===== src/rtl/core/epi_pkg.sv =====
package epi_pkg;

   localparam int COEF_W = 18;
   localparam int ROW_W = 3 * COEF_W;
   localparam int SCALE_W = 32;
   localparam int CHI_W = 18;
   localparam int SCORE_W = 28;
   localparam int CSR_IDX_W = 3;

   localparam int PROD_W = 2 * COEF_W;
   localparam int LINE_W = PROD_W + 2;
   localparam int LINE16_W = LINE_W - 14;
   localparam int RESP_W = COEF_W + LINE_W;
   localparam int RES_W = RESP_W + 2;
   localparam int R16_W = 30;
   localparam int SQ_W = 2 * LINE16_W;
   localparam int NORM_W = SQ_W + 1;
   localparam int R2_W = 56;
   localparam int HALF_W = R2_W / 2;
   localparam int NUM_W = R2_W + SCALE_W;
   localparam int STEP_W = 5;

   localparam int POINT_INDEX_LIMIT_DEFAULT = 4096;
   localparam int QUEUE_DEPTH = 2;

   localparam logic [CHI_W-1:0] CHI_MAX = '1;
   localparam logic [SCORE_W-1:0] SCORE_MAX = '1;
   localparam logic [SCALE_W-1:0] SCALE_RESET = 32'd4096;
   localparam logic [CHI_W-1:0] THRESHOLD_RESET = 18'd15733;
   localparam logic [CHI_W-1:0] OFFSET_RESET = 18'd24539;

   typedef enum logic [CSR_IDX_W-1:0] {
      CSR_E_ROW0 = 3'd0,
      CSR_E_ROW1 = 3'd1,
      CSR_E_ROW2 = 3'd2,
      CSR_INV_SIGMA_SQ = 3'd3,
      CSR_THRESHOLD = 3'd4,
      CSR_SCORE_OFFSET = 3'd5
   } csr_index_type;

   typedef struct packed {
      logic [SCALE_W-1:0] inverse_sigma_squared;
      logic [CHI_W-1:0] inlier_threshold;
      logic [CHI_W-1:0] score_offset;
   } score_cfg_type;

   typedef struct packed {
      logic [R2_W-1:0] r2;
      logic [NORM_W-1:0] norm_from;
      logic [NORM_W-1:0] norm_to;
      logic last;
   } line_entry_type;

   typedef enum logic [6:0] {
      ST_IDLE = 7'b0000001,
      ST_MUL_LO = 7'b0000010,
      ST_MUL_HI = 7'b0000100,
      ST_SUM = 7'b0001000,
      ST_SAT = 7'b0010000,
      ST_DIV = 7'b0100000,
      ST_DONE = 7'b1000000
   } back_state_type;

endpackage


===== src/rtl/core/epi_fifo.sv =====
module epi_fifo import epi_pkg::*; #(
   parameter int WIDTH = 8,
   parameter int DEPTH = QUEUE_DEPTH
) (
   input logic clock,
   input logic reset,
   input logic push,
   input logic [WIDTH-1:0] push_data,
   output logic full,
   input logic pop,
   output logic [WIDTH-1:0] pop_data,
   output logic not_empty
);

   localparam int PTR_W = (DEPTH > 1) ? $clog2(DEPTH) : 1;
   localparam int CNT_W = $clog2(DEPTH + 1);

   logic [WIDTH-1:0] mem_ff [DEPTH];
   logic [PTR_W-1:0] wr_ptr_ff, wr_ptr_in, rd_ptr_ff, rd_ptr_in;
   logic [CNT_W-1:0] count_ff, count_in;
   logic do_push, do_pop;

   assign full = (count_ff == CNT_W'(DEPTH));
   assign not_empty = (count_ff != '0);
   assign do_push = push && !full;
   assign do_pop = pop && not_empty;
   assign pop_data = mem_ff[rd_ptr_ff];

   always_comb begin
      wr_ptr_in = wr_ptr_ff;
      rd_ptr_in = rd_ptr_ff;
      count_in = count_ff;
      if (do_push) begin
         wr_ptr_in = (wr_ptr_ff == PTR_W'(DEPTH - 1)) ? '0 : wr_ptr_ff + 1'b1;
      end
      if (do_pop) begin
         rd_ptr_in = (rd_ptr_ff == PTR_W'(DEPTH - 1)) ? '0 : rd_ptr_ff + 1'b1;
      end
      if (do_push && !do_pop) begin
         count_in = count_ff + 1'b1;
      end else if (do_pop && !do_push) begin
         count_in = count_ff - 1'b1;
      end
   end

   always_ff @(posedge clock) begin
      if (reset) begin
         wr_ptr_ff <= '0;
         rd_ptr_ff <= '0;
         count_ff <= '0;
      end else begin
         wr_ptr_ff <= wr_ptr_in;
         rd_ptr_ff <= rd_ptr_in;
         count_ff <= count_in;
      end
      if (do_push) begin
         mem_ff[wr_ptr_ff] <= push_data;
      end
   end

endmodule


===== config.mk =====
export PLATFORM = sky130hd
export DESIGN_NAME = epi_fifo
export DESIGN_NICKNAME = d
export VERILOG_FILES = /design/src/rtl/core/epi_pkg.sv /design/src/rtl/core/epi_fifo.sv
export SDC_FILE = /design/constraint.sdc
export NUM_CORES = 1
export LEC_CHECK = 0
export ABC_AREA = 1
export BUFFER_PORTS_ARGS = -buffer_cell sky130_fd_sc_hd__clkbuf_2
export CORE_ASPECT_RATIO = 0.8
export CORE_MARGIN = 5
export CORE_UTILIZATION = 25
export DETAILED_ROUTE_END_ITERATION = 6
export MAX_ROUTING_LAYER = met4
export SYNTH_ARGS = -nofsm -noshare
export SYNTH_HDL_FRONTEND = slang
export SYNTH_SLANG_ARGS = --single-unit

===== constraint.sdc =====
create_clock -name clock -period 1.7 [get_ports clock]
set_clock_uncertainty 0.15 [all_clocks]
set_input_delay 0.17 -clock clock [delete_from_list [all_inputs] [get_ports clock]]
set_output_delay 0.17 -clock clock [all_outputs]
set_load 0.02 [all_outputs]

* Word-level counts from Yosys, hierarchy flattened
Memory sizes are Yosys's and may differ from the RTL's. A register that Yosys moved wholly into a read port is not among the register bits. Index checks and enable logic that the tools add are counted.
Cells by class: add/subtract/negate cells 4, equal/unequal tests 1, multiplexer cells 8, reductions and logical operators 9
Operator list (number):
- $mux 1 | 6
- $logic_and 1x1->1 | 4
- $mux 2 | 2
- $reduce_bool 2->1 | 2
- $logic_not 1->1 | 3
- $add 1x1->1 const B | 2
- $add 2x1->2 const B | 1
- $eq 2x2->1 const B | 1
- $sub 2x1->2 const B | 1
Word-level totals: register bits 4, RAM bits 16, input port bits 12, word-level logic and storage cells 26, memories kept 1
Memory list:
- mem_ff | depth 2, bits a word 8, rd ports 1, clocked after memory_dff 1, wr ports 1, line epi_fifo.sv:18 | logic [WIDTH-1:0] mem_ff [DEPTH];

* Depth between registers and ports, before layout
depth in word-level cells 7, depth in mapped cells 10

* Worst setup path after synthesis
No wires, ideal clock.
path kind reg2reg, start point reg count_ff[0], end point reg count_ff[1], library setup time 0.064 ns, data arrival time 1.330 ns, data required time 1.486 ns, path slack 0.156 ns, cell stages (with the launch flop) 10, period minus slack after synthesis 1.544 ns, cell sequence dfxtp_1 > inv_2 > nand2_1 > nand2_1 > ha_1 > inv_1 > nand3_1 > nand2_1 > inv_1 > nor2_1
On the way: elaborated cells on any way between the ends 14, classes of those cells add/sub (2); eq/ne (1); mux (2); reduce/logical (9)
RTL lines:
- start: declaration | line epi_fifo.sv:20 | logic [CNT_W-1:0] count_ff, count_in;
- start signal: assignment | line epi_fifo.sv:54 | count_ff <= count_in;
- $reduce_bool 2->1 (*) | line epi_fifo.sv:24 | assign not_empty = (count_ff != '0);
- net not_empty | line epi_fifo.sv:12 | output logic not_empty
- $logic_and 1x1->1 (*) | line epi_fifo.sv:26 | assign do_pop = pop && not_empty;
- $logic_not 1->1 | line epi_fifo.sv:39 | if (do_push && !do_pop) begin
- $logic_and 1x1->1 | line epi_fifo.sv:39
- $mux 2 or $reduce_bool 2->1 (tied branches)
Mark *: on every way through the listed nets, which the timed path passes. The rest lies on a longest branch. The select of a mux whose other input is x is not followed. A chain may end at the register's enable or synchronous reset.

==> out/metrics.yaml <==
detailed_routing:
  routed_wl_um: 1430
  first_pass_iters: 4
  drt_iter0_drc: 14
  ant_nets: 0
  viasPerCell: 4.07
  wl_per_cell_um: 10.5
  vias: 553
  route.detailed.drc: 0
sta:
  rsz0062_at_grt: "no"
  fin_hold_ws_ps: 41.4
  slew_violations: 0
  finalCriticalPeriod_ps: 1540
  fin_tns_setup_ps: 0
  hold_viol_final: 0
  worst_pin_slew_ps: 215
  setup_viol: 0
  max_freq_mhz: 650
  period_share_pct: 90.6
  finalWorstSetupSlack_ps: 161
  relSlewSlack_pct: 85.6
run_status:
  status: "finished clean"
clock_network:
  cts_made_buffers: 3
  cts.sinks: 21
  clk_path_buf_depth: 2
  clk_pin_slew_ps: 70
  ctsRootBufferMaster: "clkbuf_8"
  clk-insertion-delay-late_ps: 250
  htree_levels: 1
  cts_tree: "built"
  postCtsSetupBuffers: 0
placed_design:
  placed_area_um2: 985
  place_ws_ps: 176
  place_congestion: 0.672
  io_buffers: 21
  dp_hpwl_um: 1070
  post-place-cells: 124
synth:
  synth_cell_type_count: 14
  post_synth_instance_area_um2: 820
  ys_seq_elements: 21
  avgSynthCellArea_um2: 13.2
  syn_nets: 75
  yosysSeqAreaShare_pct: 70.8
  netlist_instances: 62
  yosysWarnings: 0
critical_path:
  slowest_delay_ps: 440
  cp_max_fo: 8
  end_kind: "output pin"
  required_ps: 1380
  r2r_end: "count_ff[1]$_SDFFE_PP0P_"
  cp_slowest_cell: "dfxtp_2"
  crit_cells: 2
  cp_num_buf_inv: 1
  cp_cell_sequence: "mux2_2 -> clkbuf_2"
  setup.worst_path.start_class: "register"
  r2r_cells: 9
  critPathKind: "register to output pin"
  crit_end: "pop_data[3]"
  cp_data_arrival_time_ps: 1220
  path_delay_family: "flip-flops"
  r2r_start: "count_ff[0]$_SDFFE_PP0P_"
  reg2reg_slack_ps: 180
floorplan:
  rows: 18
  die_x_um: 74.0
  core_mm2: 0.00313
  start_util_pct: 26.2
  die-height_um: 61.2
  dieArea_mm2: 0.00453
  ioPinCount: 22
grt:
  grt_pass1_vias: 568
  grt.busiest_layer: "met2"
  use_met3_pct: 2.77
  grt_max_degree: 12
  grt.total_usage_pct: 7.66
  antenna_found_initial: 0
  grt_pass1_wl_um: 2400
  use_met2_pct: 13.5
  grtUsageMet1_pct: 6.87
  gr-total-overflow: 0
job:
  drv_cap: 0
layout:
  layoutNonFillerInstCount: 136
  multi_input_area_um2: 204
  fin_util_pct: 35.5
  fin_nets: 110
  final_area_mm2: 0.00111
  fillers: 309
  seq_area_um2: 582
  antenna_cells: 0
  area_growth_pct: 35.6
  drive_gt1_share_pct: 38.5
min_path:
  min_from: "reset"
  hold_class: "input port to register"
pwr:
  total_power_mw: 1.53
  ir_worst_vdd_uv: 603
  pwr_density_cell_mw_per_mm2: 1380
  p_leak_nw: 0.464
[report_power, final]
| group | leakage [nW] | internal, mW | switching (mW) |
|---|---|---|---|
| clock network | 0.0228 | 0.167 | 0.147 |
| registers | 0.191 | 0.657 | 0.0611 |
| logic | 0.251 | 0.201 | 0.302 |
[synth_stat cells]
library cell   n  area share (%)
o21ai_2        1             1.1
mux2_2         8              11
nor2_1         8             3.7
nand3_1        2             1.2
buf_2          1            0.61
nand4_1        1            0.76
ha_1           1             1.5
inv_2          1            0.46
dfxtp_1        5              12
a21oi_1        2             1.2
inv_1          7             3.2
o21ai_0        2             1.2
edfxtp_1      16              59
nand2_1        7             3.2
[worst min-delay path by stage]
| stage | slack, ps | depth (start not counted) | end |
|---|---|---|---|
| global placement | 210 | 1 | mem_ff[0][5]$_DFFE_PP_ |
| finish | 40 | 4 | count_ff[1]$_SDFFE_PP0P_ |
| CTS | 30 | 4 | count_ff[1]$_SDFFE_PP0P_ |
| detailed placement | 210 | 1 | mem_ff[1][5]$_DFFE_PP_ |
| floorplan | 120 | 0 | mem_ff[0][0]$_DFFE_PP_ |
| global route | 60 | 4 | count_ff[1]$_SDFFE_PP0P_ |
[state kept, by name, indices dropped and copies added (netlist names), named ones only]
signal,count
mem_ff,16
count_ff,2
rd_ptr_ff,1
wr_ptr_ff,1
[worst register-to-register path, stage by stage (launching register included)]
cell,delay [ps]
dfxtp_1,440
inv_2,60
nand2_1,110
nand2_1,80
ha_1,280
inv_1,100
nand3_1,80
nand2_1,60
inv_1,30
nor2_1,80
[routing by layer]
| layer | wire [um] | part of all wire (%) |
|---|---|---|
| met5 | 0 | 0 |
| met4 | 44 | 3.1 |
| met3 | 89 | 6.2 |
| met2 | 708 | 50 |
| met1 | 585 | 41 |
[final cells by class]
class	count	share of cell area, %
flip-flops and latches	21	52.4
inverters	8	2.70
repair buffers	31	18.0
well taps	40	4.50
multi-input cells	32	18.4
clock buffers	4	4.05
[cells by family (layout without fill, tap and decap cells)]
family	count (synthesis)	after routing	share of synthesized area, %
flip-flops	21	21	70.8
adder cells (fa/ha/maj)	1	1	1.53
buffers and inverters	9	43	4.27
AND/OR/NAND/NOR	18	18	8.86
multiplexers	8	8	11.0
AO/OA/AOI/OAI	5	5	3.51
[cells in the final DEF (no fill, tap or decap), types with 2 or more instances in the layout]
master | synthesis | layout
clkbuf_2 | 0 | 21
edfxtp_1 | 16 | 16
mux2_2 | 8 | 8
nor2_1 | 8 | 8
dlygate4sd3_1 | 0 | 8
inv_1 | 7 | 7
nand2_1 | 7 | 7
dfxtp_1 | 5 | 4
clkbuf_8 | 0 | 3
o21ai_0 | 2 | 2
a21oi_1 | 2 | 2
nand3_1 | 2 | 2
buf_4 | 0 | 2
[timing repair]
action | 4_1_cts | 5_1_grt
hold buffers | 8 | 0
setup endpoints to repair | 7 | 0
endpoints found under the hold margin | 16 | 0
gates resized for setup | 1 | 0
(Power assumes the default switching activity.)
